--- config.mk ---
export PLATFORM = sky130hd
export DESIGN_NAME = pubsub_topic_forwarding_table
export DESIGN_NICKNAME = d
export VERILOG_FILES = /design/src/rtl/ptft_pkg.sv /design/src/rtl/ptft_datapath.sv /design/src/rtl/ptft_ctrl.sv /design/src/rtl/pubsub_topic_forwarding_table.sv
export SDC_FILE = /design/constraint.sdc
export NUM_CORES = 1
export LEC_CHECK = 0
export ABC_AREA = 1
export BUFFER_PORTS_ARGS = -buffer_cell sky130_fd_sc_hd__buf_2
export CAP_MARGIN = 20
export CORE_ASPECT_RATIO = 0.75
export CORE_UTILIZATION = 40
export CTS_CLUSTER_SIZE = 24
export DETAILED_ROUTE_END_ITERATION = 16
export SYNTH_ARGS = -nofsm -noshare
export SYNTH_HDL_FRONTEND = slang
export SYNTH_SLANG_ARGS = --single-unit
--- constraint.sdc ---
create_clock -name i_clk -period 6 [get_ports i_clk]
set_input_delay 0.3 -clock i_clk [delete_from_list [all_inputs] [get_ports i_clk]]
set_output_delay 0.3 -clock i_clk [all_outputs]
set_load 0.01 [all_outputs]
--- src/rtl/ptft_pkg.sv ---
package ptft_pkg;

    localparam int NUM_TOPICS  = 32;
    localparam int NUM_PORTS   = 16;
    localparam int TOPIC_W     = $clog2(NUM_TOPICS);
    localparam int PORT_W      = $clog2(NUM_PORTS);
    localparam int FUNC_W      = 3;
    localparam int KIND_W      = 3;
    localparam int CNT_W       = 5;

    // input message codes
    localparam logic [FUNC_W-1:0] F_SUBSCRIBE    = 3'd0;
    localparam logic [FUNC_W-1:0] F_BROKER_INIT  = 3'd1;
    localparam logic [FUNC_W-1:0] F_PUBLISH      = 3'd2;
    localparam logic [FUNC_W-1:0] F_CLIENT_LEAVE = 3'd3;
    localparam logic [FUNC_W-1:0] F_BROKER_LEAVE = 3'd4;
    localparam logic [FUNC_W-1:0] F_BROKER_JOIN  = 3'd5;
    localparam logic [FUNC_W-1:0] F_UNSUBSCRIBE  = 3'd6;
    localparam logic [FUNC_W-1:0] F_ACK_JOIN     = 3'd7;

    // emitted message codes
    localparam logic [KIND_W-1:0] K_SUBSCRIBE   = 3'd0;
    localparam logic [KIND_W-1:0] K_PUBLISH     = 3'd1;
    localparam logic [KIND_W-1:0] K_UNSUBSCRIBE = 3'd2;
    localparam logic [KIND_W-1:0] K_ACK_JOIN    = 3'd3;
    localparam logic [KIND_W-1:0] K_JOIN        = 3'd4;
    localparam logic [KIND_W-1:0] K_RELAY       = 3'd5;

    // datapath commands
    localparam logic [2:0] CMD_NONE       = 3'd0;
    localparam logic [2:0] CMD_ACC_IMM    = 3'd1;
    localparam logic [2:0] CMD_ACC_SINGLE = 3'd2;
    localparam logic [2:0] CMD_ACC_WALK   = 3'd3;
    localparam logic [2:0] CMD_EVAL       = 3'd4;
    localparam logic [2:0] CMD_WALK       = 3'd5;
    localparam logic [2:0] CMD_FLUSH      = 3'd6;

    typedef struct packed {
        logic [2:0] op;
    } t_dp_cmd;

    typedef struct packed {
        logic hub;
        logic in_active;
        logic in_broker;
        logic walk_last;
    } t_dp_stat;

    typedef struct packed {
        logic [KIND_W-1:0]    kind;
        logic [FUNC_W-1:0]    rf;
        logic [TOPIC_W-1:0]   topic;
        logic [NUM_PORTS-1:0] mask;
    } t_result;

endpackage

--- src/rtl/ptft_datapath.sv ---
module ptft_datapath import ptft_pkg::*; (
    input  logic                 i_clk,
    input  logic                 i_rst_n,
    input  t_dp_cmd              i_cmd,
    output t_dp_stat             o_stat,
    input  logic [FUNC_W-1:0]    i_func,
    input  logic [PORT_W-1:0]    i_in_port,
    input  logic [TOPIC_W-1:0]   i_topic,
    input  logic                 i_cfg_we,
    input  logic [CNT_W-1:0]     i_cfg_data,
    output logic                 o_strobe,
    output logic [KIND_W-1:0]    o_kind,
    output logic [FUNC_W-1:0]    o_relayed_func,
    output logic [TOPIC_W-1:0]   o_out_topic,
    output logic [NUM_PORTS-1:0] o_port_mask,
    output logic                 o_last
);

    logic [CNT_W-1:0]      r_port_count;
    logic [NUM_PORTS-1:0]  r_broker, n_broker;
    logic                  r_hub, n_hub;
    logic [NUM_TOPICS-1:0] r_valid, n_valid;
    logic [NUM_PORTS-1:0]  r_mem [NUM_TOPICS];
    logic [NUM_PORTS-1:0]  r_rdata;
    logic                  r_rvalid;
    logic [FUNC_W-1:0]     r_func;
    logic [PORT_W-1:0]     r_port;
    logic [TOPIC_W-1:0]    r_topic;
    logic [TOPIC_W-1:0]    r_idx, n_idx;
    logic                  r_pend_valid, n_pend_valid;
    t_result               r_pend, n_pend;
    logic                  r_out_valid, n_out_valid;
    t_result               r_out, n_out;
    logic                  r_out_last, n_out_last;

    logic [CNT_W-1:0]      w_cnt;
    logic [NUM_PORTS:0]    w_act_wide;
    logic [NUM_PORTS-1:0]  w_act, w_in_pb, w_pb, w_d, w_wdata;
    logic [TOPIC_W-1:0]    w_t, w_raddr;
    logic                  w_we, w_has, w_tab_ok, w_tab_valid, w_imm_ok, w_imm_valid;
    t_result               w_tab, w_imm;

    // active port set from port_count, capped at the table width
    assign w_cnt      = (r_port_count > CNT_W'(NUM_PORTS)) ? CNT_W'(NUM_PORTS) : r_port_count;
    assign w_act_wide = ({{NUM_PORTS{1'b0}}, 1'b1} << w_cnt) - {{NUM_PORTS{1'b0}}, 1'b1};
    assign w_act      = w_act_wide[NUM_PORTS-1:0];
    assign w_in_pb    = ({{(NUM_PORTS-1){1'b0}}, 1'b1} << i_in_port) & w_act;
    assign w_pb       = ({{(NUM_PORTS-1){1'b0}}, 1'b1} << r_port) & w_act;

    assign o_stat.hub       = r_hub;
    assign o_stat.in_active = |w_in_pb;
    assign o_stat.in_broker = |(w_in_pb & r_broker);
    assign o_stat.walk_last = (r_idx == TOPIC_W'(NUM_TOPICS - 1));

    assign w_d   = r_rvalid ? r_rdata : '0;
    assign w_t   = (i_cmd.op == CMD_WALK) ? r_idx : r_topic;
    assign w_has = |(w_d & w_pb);

    // table entry evaluation, one topic per cycle
    always_comb begin
        w_tab_ok     = 1'b0;
        w_we         = 1'b0;
        w_wdata      = w_d;
        w_tab.kind   = K_SUBSCRIBE;
        w_tab.rf     = '0;
        w_tab.topic  = w_t;
        w_tab.mask   = '0;
        case (r_func)
            F_SUBSCRIBE: begin
                if (!w_has) begin
                    w_we       = 1'b1;
                    w_wdata    = w_d | w_pb;
                    w_tab_ok   = 1'b1;
                    w_tab.mask = r_broker & ~w_pb;
                end
            end
            F_PUBLISH: begin
                w_tab_ok   = 1'b1;
                w_tab.kind = K_PUBLISH;
                w_tab.mask = w_d & ~w_pb;
            end
            F_UNSUBSCRIBE, F_CLIENT_LEAVE: begin
                if (w_has) begin
                    w_we       = 1'b1;
                    w_wdata    = w_d & ~w_pb;
                    w_tab_ok   = ((w_d & ~w_pb) == '0);
                    w_tab.kind = K_UNSUBSCRIBE;
                    w_tab.mask = r_broker & ~w_pb;
                end
            end
            F_BROKER_INIT: begin
                w_tab_ok   = (w_d != '0);
                w_tab.mask = w_pb;
            end
            F_BROKER_JOIN: begin
                w_tab_ok   = (w_d != '0) && (w_d != w_pb);
                w_tab.mask = w_pb;
            end
            default: begin
                w_tab_ok = 1'b0;
            end
        endcase
        w_tab.mask  = w_tab.mask & w_act;
        w_tab_valid = w_tab_ok && (w_tab.mask != '0);
    end

    // hub mode relay and broker leave, straight from the input
    always_comb begin
        w_imm_ok    = 1'b0;
        n_hub       = r_hub;
        w_imm.kind  = K_RELAY;
        w_imm.rf    = '0;
        w_imm.topic = '0;
        w_imm.mask  = '0;
        if (r_hub) begin
            if (|w_in_pb) begin
                if (i_func == F_ACK_JOIN) begin
                    n_hub = 1'b0;
                end else if (i_func != F_UNSUBSCRIBE && i_func != F_BROKER_LEAVE) begin
                    w_imm_ok    = 1'b1;
                    w_imm.rf    = i_func;
                    w_imm.topic = i_topic;
                    w_imm.mask  = w_act & ~w_in_pb;
                end
            end
        end else if (i_func == F_BROKER_LEAVE) begin
            n_hub      = 1'b1;
            w_imm_ok   = 1'b1;
            w_imm.kind = K_JOIN;
            w_imm.mask = w_act;
        end
        w_imm_valid = w_imm_ok && (w_imm.mask != '0);
    end

    always_comb begin
        case (i_cmd.op)
            CMD_ACC_SINGLE: w_raddr = i_topic;
            CMD_ACC_WALK:   w_raddr = '0;
            CMD_WALK:       w_raddr = r_idx + TOPIC_W'(1);
            default:        w_raddr = r_topic;
        endcase
    end

    always_comb begin
        n_out_valid  = 1'b0;
        n_out        = r_out;
        n_out_last   = r_out_last;
        n_pend_valid = r_pend_valid;
        n_pend       = r_pend;
        n_broker     = r_broker;
        n_valid      = r_valid;
        n_idx        = r_idx;
        case (i_cmd.op)
            CMD_ACC_IMM: begin
                if (!r_hub && i_func == F_BROKER_LEAVE) begin
                    n_valid = '0;
                end
                if (w_imm_valid) begin
                    n_out_valid = 1'b1;
                    n_out       = w_imm;
                    n_out_last  = 1'b1;
                end
            end
            CMD_ACC_WALK: begin
                n_idx        = '0;
                n_pend_valid = (i_func == F_BROKER_JOIN);
                n_pend.kind  = K_ACK_JOIN;
                n_pend.rf    = '0;
                n_pend.topic = '0;
                n_pend.mask  = w_in_pb;
                if (i_func == F_BROKER_INIT || i_func == F_BROKER_JOIN) begin
                    n_broker = r_broker | w_in_pb;
                end
            end
            CMD_EVAL: begin
                if (w_we) begin
                    n_valid[w_t] = 1'b1;
                end
                if (w_tab_valid) begin
                    n_out_valid = 1'b1;
                    n_out       = w_tab;
                    n_out_last  = 1'b1;
                end
            end
            CMD_WALK: begin
                n_idx = r_idx + TOPIC_W'(1);
                if (w_we) begin
                    n_valid[w_t] = 1'b1;
                end
                // hold one result back so the final one can carry last
                if (w_tab_valid) begin
                    if (r_pend_valid) begin
                        n_out_valid = 1'b1;
                        n_out       = r_pend;
                        n_out_last  = 1'b0;
                    end
                    n_pend_valid = 1'b1;
                    n_pend       = w_tab;
                end
            end
            CMD_FLUSH: begin
                if (r_pend_valid) begin
                    n_out_valid = 1'b1;
                    n_out       = r_pend;
                    n_out_last  = 1'b1;
                end
                n_pend_valid = 1'b0;
            end
            default: begin
                n_out_valid = 1'b0;
            end
        endcase
    end

    always_ff @(posedge i_clk) begin
        if (w_we && (i_cmd.op == CMD_EVAL || i_cmd.op == CMD_WALK)) begin
            r_mem[w_t] <= w_wdata;
        end
        r_rdata <= r_mem[w_raddr];
    end

    always_ff @(posedge i_clk) begin
        if (i_cmd.op == CMD_ACC_IMM || i_cmd.op == CMD_ACC_SINGLE ||
            i_cmd.op == CMD_ACC_WALK) begin
            r_func  <= i_func;
            r_port  <= i_in_port;
            r_topic <= i_topic;
        end
        r_idx      <= n_idx;
        r_pend     <= n_pend;
        r_out      <= n_out;
        r_out_last <= n_out_last;
    end

    always_ff @(posedge i_clk) begin
        if (!i_rst_n) begin
            r_port_count <= CNT_W'(NUM_PORTS);
            r_broker     <= '0;
            r_hub        <= 1'b0;
            r_valid      <= '0;
            r_rvalid     <= 1'b0;
            r_pend_valid <= 1'b0;
            r_out_valid  <= 1'b0;
        end else begin
            if (i_cfg_we) begin
                r_port_count <= i_cfg_data;
            end
            r_broker     <= n_broker;
            if (i_cmd.op == CMD_ACC_IMM) begin
                r_hub <= n_hub;
            end
            r_valid      <= n_valid;
            r_rvalid     <= r_valid[w_raddr];
            r_pend_valid <= n_pend_valid;
            r_out_valid  <= n_out_valid;
        end
    end

    assign o_strobe       = r_out_valid;
    assign o_kind         = r_out.kind;
    assign o_relayed_func = r_out.rf;
    assign o_out_topic    = r_out.topic;
    assign o_port_mask    = r_out.mask;
    assign o_last         = r_out_last;

endmodule

--- src/rtl/ptft_ctrl.sv ---
module ptft_ctrl import ptft_pkg::*; (
    input  logic              i_clk,
    input  logic              i_rst_n,
    input  logic              i_start,
    input  logic [FUNC_W-1:0] i_func,
    input  t_dp_stat          i_stat,
    output t_dp_cmd           o_cmd,
    output logic              o_busy
);

    localparam logic [1:0] S_IDLE  = 2'd0;
    localparam logic [1:0] S_EVAL  = 2'd1;
    localparam logic [1:0] S_WALK  = 2'd2;
    localparam logic [1:0] S_FLUSH = 2'd3;

    logic [1:0] r_state, n_state;

    always_comb begin
        n_state  = r_state;
        o_cmd.op = CMD_NONE;
        case (r_state)
            S_IDLE: begin
                if (i_start) begin
                    if (i_stat.hub || i_func == F_BROKER_LEAVE || !i_stat.in_active ||
                        i_func == F_ACK_JOIN ||
                        (i_func == F_CLIENT_LEAVE && i_stat.in_broker)) begin
                        o_cmd.op = CMD_ACC_IMM;
                    end else if (i_func == F_SUBSCRIBE || i_func == F_PUBLISH ||
                                 i_func == F_UNSUBSCRIBE) begin
                        o_cmd.op = CMD_ACC_SINGLE;
                        n_state  = S_EVAL;
                    end else begin
                        o_cmd.op = CMD_ACC_WALK;
                        n_state  = S_WALK;
                    end
                end
            end
            S_EVAL: begin
                o_cmd.op = CMD_EVAL;
                n_state  = S_IDLE;
            end
            S_WALK: begin
                o_cmd.op = CMD_WALK;
                if (i_stat.walk_last) begin
                    n_state = S_FLUSH;
                end
            end
            S_FLUSH: begin
                o_cmd.op = CMD_FLUSH;
                n_state  = S_IDLE;
            end
            default: begin
                n_state = S_IDLE;
            end
        endcase
    end

    always_ff @(posedge i_clk) begin
        if (!i_rst_n) begin
            r_state <= S_IDLE;
        end else begin
            r_state <= n_state;
        end
    end

    assign o_busy = (r_state != S_IDLE);

endmodule

--- src/rtl/pubsub_topic_forwarding_table.sv ---
// topic forwarding table for one publish/subscribe broker node
//
// command channel: drive i_func, i_in_port and i_topic with start high; the
// message event is taken at a clock edge where start is high and busy is low
// results: each emitted message shows on the o_ result ports for one cycle
// with o_strobe high; o_last marks the final result of an event, and an event
// may emit no result at all; the receiver cannot stall the block
// config: i_cfg_data (port_count) is written when i_cfg_valid and o_cfg_ready
// are both high; ready is high whenever the block is not busy
// timing: hub-mode relay, broker leave and ignored events are decoded straight
// from the input and the result appears the cycle after acceptance; subscribe,
// publish and unsubscribe do one registered table read, then update; broker
// init, broker join and client leave walk every topic through the single table
// read port, each result held in a pending register so the final one carries o_last
// reset: synchronous active-low; subscriber table valid bits, broker ports
// and hub flag clear at once, port_count returns to 16
module pubsub_topic_forwarding_table import ptft_pkg::*; (
    input  logic                 i_clk,
    input  logic                 i_rst_n,
    input  logic                 start,
    output logic                 busy,
    input  logic [FUNC_W-1:0]    i_func,
    input  logic [PORT_W-1:0]    i_in_port,
    input  logic [TOPIC_W-1:0]   i_topic,
    input  logic                 i_cfg_valid,
    output logic                 o_cfg_ready,
    input  logic [CNT_W-1:0]     i_cfg_data,
    output logic                 o_strobe,
    output logic [KIND_W-1:0]    o_kind,
    output logic [FUNC_W-1:0]    o_relayed_func,
    output logic [TOPIC_W-1:0]   o_out_topic,
    output logic [NUM_PORTS-1:0] o_port_mask,
    output logic                 o_last
);

    t_dp_cmd  w_cmd;
    t_dp_stat w_stat;

    assign o_cfg_ready = !busy;

    ptft_ctrl u_ctrl (
        .i_clk   (i_clk),
        .i_rst_n (i_rst_n),
        .i_start (start),
        .i_func  (i_func),
        .i_stat  (w_stat),
        .o_cmd   (w_cmd),
        .o_busy  (busy)
    );

    ptft_datapath u_dp (
        .i_clk          (i_clk),
        .i_rst_n        (i_rst_n),
        .i_cmd          (w_cmd),
        .o_stat         (w_stat),
        .i_func         (i_func),
        .i_in_port      (i_in_port),
        .i_topic        (i_topic),
        .i_cfg_we       (i_cfg_valid && o_cfg_ready),
        .i_cfg_data     (i_cfg_data),
        .o_strobe       (o_strobe),
        .o_kind         (o_kind),
        .o_relayed_func (o_relayed_func),
        .o_out_topic    (o_out_topic),
        .o_port_mask    (o_port_mask),
        .o_last         (o_last)
    );

endmodule

==> run_results.csv <==
group,metric,value,unit
routing,post_drt_wl_per_cell,20.9,µm
timing,finalMaxSlewViolations,0,
routing,via_per_inst,5.34,
placement,dp_hpwl,55.7,mm
placement,gp_congestion,1.01,
yosys,synth_flop_cell,"edfxtp_1",
yosys,syn_avg_cell_area,10.1,µm²
critical_path,start_kind,"flip-flop",
yosys,syn-cell-area,0.0307,mm²
worst_hold_path,min-delay-start,"i_rst_n",
routing,first_pass_iters,6,
global_route,track_usage,22.6,%
floorplanning,pin_count,52,
floorplanning,fp.dieW,322,µm
global_route,antenna_found_initial,3,
finish,fin_util,46.4,%
clocking,clk_pin_slew_worst_paths,0.06,ns
timing,post-route-min-period,5.60,ns
critical_path,crit_start,"u_dp.r_port_count[2]",
clocking,clkLatencyLatePin,0.63,ns
clocking,root_buffer,"clkbuf_16",
yosys,async_reset_ff_share,0,%
critical_path,r2r_start,"u_dp.r_port_count[2]",
floorplanning,rows,87,
floorplanning,coreArea,0.0755,mm²
critical_path,setup.worst_path.class,"reg2reg",
yosys,ys_warn_count,0,
global_route,grt_pass1_wl,132,mm
critical_path,cp-end-kind,"flip-flop",
placement,dpl-instance-area,0.0326,mm²
floorplanning,die_area,0.0778,mm²
clocking,cts_inserted_buffers,69,
global_route,first_global_vias,20776,
timing,setup_ws,0.403,ns
routing,via_count,22423,
finish,drive_gt1_share,10.7,%
critical_path,r2r_slack,0.40,ns
critical_path,crit_fanout,27,
yosys,synth_edf_count,580,
timing,finalCritPeriodShare,93.3,%
yosys,ys_seq_area_share,61.7,%
power,power_density,493,mW/mm²
finish,finalInstanceArea,0.0351,mm²
critical_path,slowest_stage,"dfxtp_2",
yosys,syn-num-nets,3129,
worst_hold_path,holdPathEnd,"u_dp.r_port_count[4]",
critical_path,arrival,5.93,ns
yosys,ys_ff_latch,655,
placement,numPortBuffers,51,
critical_path,crit_top_cell,"nand2_1",
clocking,postCtsSetupBuffers,0,
routing,ant_nets,0,
critical_path,cp.required,6.34,ns
global_route,grt_max_degree,113,
worst_hold_path,min_path_cells,2,
run,drv_cap,0,
floorplanning,start_util,40.6,%
critical_path,reg2reg_depth,32,
yosys,ys_types,49,
critical_path,reg2reg_to,"u_dp.o_port_mask[12]",
timing,fmax,179,MHz
routing,wl,88.0,mm
timing,holdWs,0.101,ns
timing,clock-skew-final,0.0264,ns
timing,setup_viol_count_final,0,
routing,drc,0,
finish,area_growth,14.2,%
placement,dp_slack,0.379,ns
global_route,overflow,0,
timing,fin_tns_setup,0,ns
power,leakage,13.9,nW
yosys,post_synth_inst_count,3051,
power,peakVddDrop,0.000345,V
timing,max_slew_margin,25.4,%
timing,hold_viol_final,0,
clocking,cts_tree,"done",
worst_hold_path,min_path_type,"in2reg",
clocking,h-tree-depth,3,
clocking,cts_max_path_buffers,3,
critical_path,max_stage_delay,0.44,ns
timing,rsz0062_at_grt,"no",
floorplanning,die_h,242,µm
clocking,cts.sinks,655,
routing,drtIter0Drc,2613,
outcome,status,"finished clean",
timing,worst_pin_slew,1.12,ns
finish,fin_nets,3200,
## where the power goes
part | switching, mW | internal [mW]
clock network | 1.83 | 2.39
logic | 5.26 | 1.87
registers | 0.167 | 5.76
## worst max path at each step
stage                           end  slack (ns)
3_3_place_gp   u_dp.o_port_mask[12]        0.48
6_report       u_dp.o_port_mask[12]        0.40
2_1_floorplan        u_dp.r_pend[0]        0.34
5_1_grt        u_dp.o_port_mask[12]        0.03
3_5_place_dp   u_dp.o_port_mask[12]        0.38
4_1_cts        u_dp.o_port_mask[12]        0.33
## cells in the final DEF (no fill, tap or decap), types with 3 or more instances in the layout
cell and count:
o211ai_1 213, o22ai_1 3, buf_4 79, clkbuf_8 5
inv_2 13, nor3_2 34, nor2_2 8, a211oi_1 4
nand2_1 724, o21ai_0 48, nor3_1 33, o221ai_1 15
o21ai_1 8, o221ai_2 7, nand3b_1 3, bufinv_16 3
dfxtp_1 73, o221ai_4 9, inv_1 422, a22oi_1 6
nor2_4 7, nor2_1 105, dlygate4sd3_1 19, nand2_2 5
ha_1 57, clkinv_1 22, buf_2 51, o31ai_1 3
clkinv_2 6, a21oi_1 98, nand3_1 319, nor4_1 14
edfxtp_1 580, nand4_1 41, clkbuf_16 71, nand3_2 3
clkbuf_1 17, clkinv_4 3, buf_12 9
## kinds of logic after synthesis
family          after synthesis  synth area share [%]
simple gates               1305                  18.5
buf+inv                     606                  8.11
compound gates              428                  9.40
fa+ha+maj                    57                  2.32
flops                       655                  61.7
## what timing repair did
item                       4_1_cts  5_1_grt
hold endpoints to repair        17        0
resized for setup                0        3
setup endpoints to repair        0       33
hold buffers                    19        0
## cells in the mapped netlist (all sizes together), types with 3 or more instances
cell type / n / area share [%]
buf: 99 / 1.9
nor3: 67 / 1.1
clkinv: 9 / 0.11
a21oi: 99 / 1.6
edfxtp: 580 / 57
ha: 57 / 2.3
clkbuf: 61 / 0.75
o211ai: 214 / 5.3
o31ai: 3 / 0.073
o22ai: 4 / 0.10
nor4: 15 / 0.31
dfxtp: 75 / 4.9
a211oi: 4 / 0.098
nor2: 120 / 1.7
a22oi: 6 / 0.15
nand3: 323 / 5.4
or2: 3 / 0.069
o21ai: 58 / 0.97
nand2: 731 / 9.0
inv: 437 / 5.4
nand3b: 3 / 0.073
nand4: 41 / 0.84
o221ai: 31 / 0.88
## through the flow
| step | total power, mW | cells |
|---|---|---|
| final | 17.3 | 4200 |
| after global routing | 18.2 | 4199 |
| after CTS | 17.2 | 4197 |
| after detailed placement | 13.0 | 4053 |
| after global placement | 13.0 | 4053 |
| after floorplan | 10.5 | 3051 |
## routing by layer
layer / wire [µm] / track usage, %
met1: 41200 / 35.0
met2: 36800 / 31.5
met3: 8350 / 5.15
met4: 1640 / 5.39
met5: 13 / 0
## worst max-delay path: cells and delay by family (launching register included)
family | cells | cell delay (ns)
DFF | 1 | 0.44
and+or+nand+nor | 18 | 2.89
AOI/OAI and AO/OA | 3 | 0.39
buffers and inverters | 9 | 1.11
adders and majority gates | 2 | 0.47
## registers in the layout (all words and copies together), names as in the netlist, 16 cells and up
register,cells
u_dp.r_pend,23
u_dp.r_mem,512
u_dp.r_broker,16
u_dp.o_port_mask,16
u_dp.r_valid,32
u_dp.r_rdata,16
## cell type report
type | count | area, µm²
antenna | 1 | 2.50
clock buffer | 93 | 1910
clock inverter | 32 | 307
fill | 7016 | 40500
inverter | 446 | 1680
multi-input combinational | 1790 | 9680
sequential | 655 | 18900
tap | 1023 | 1280
timing repair buffer | 160 | 1270
Note: power is estimated with default switching activity, not from simulation.
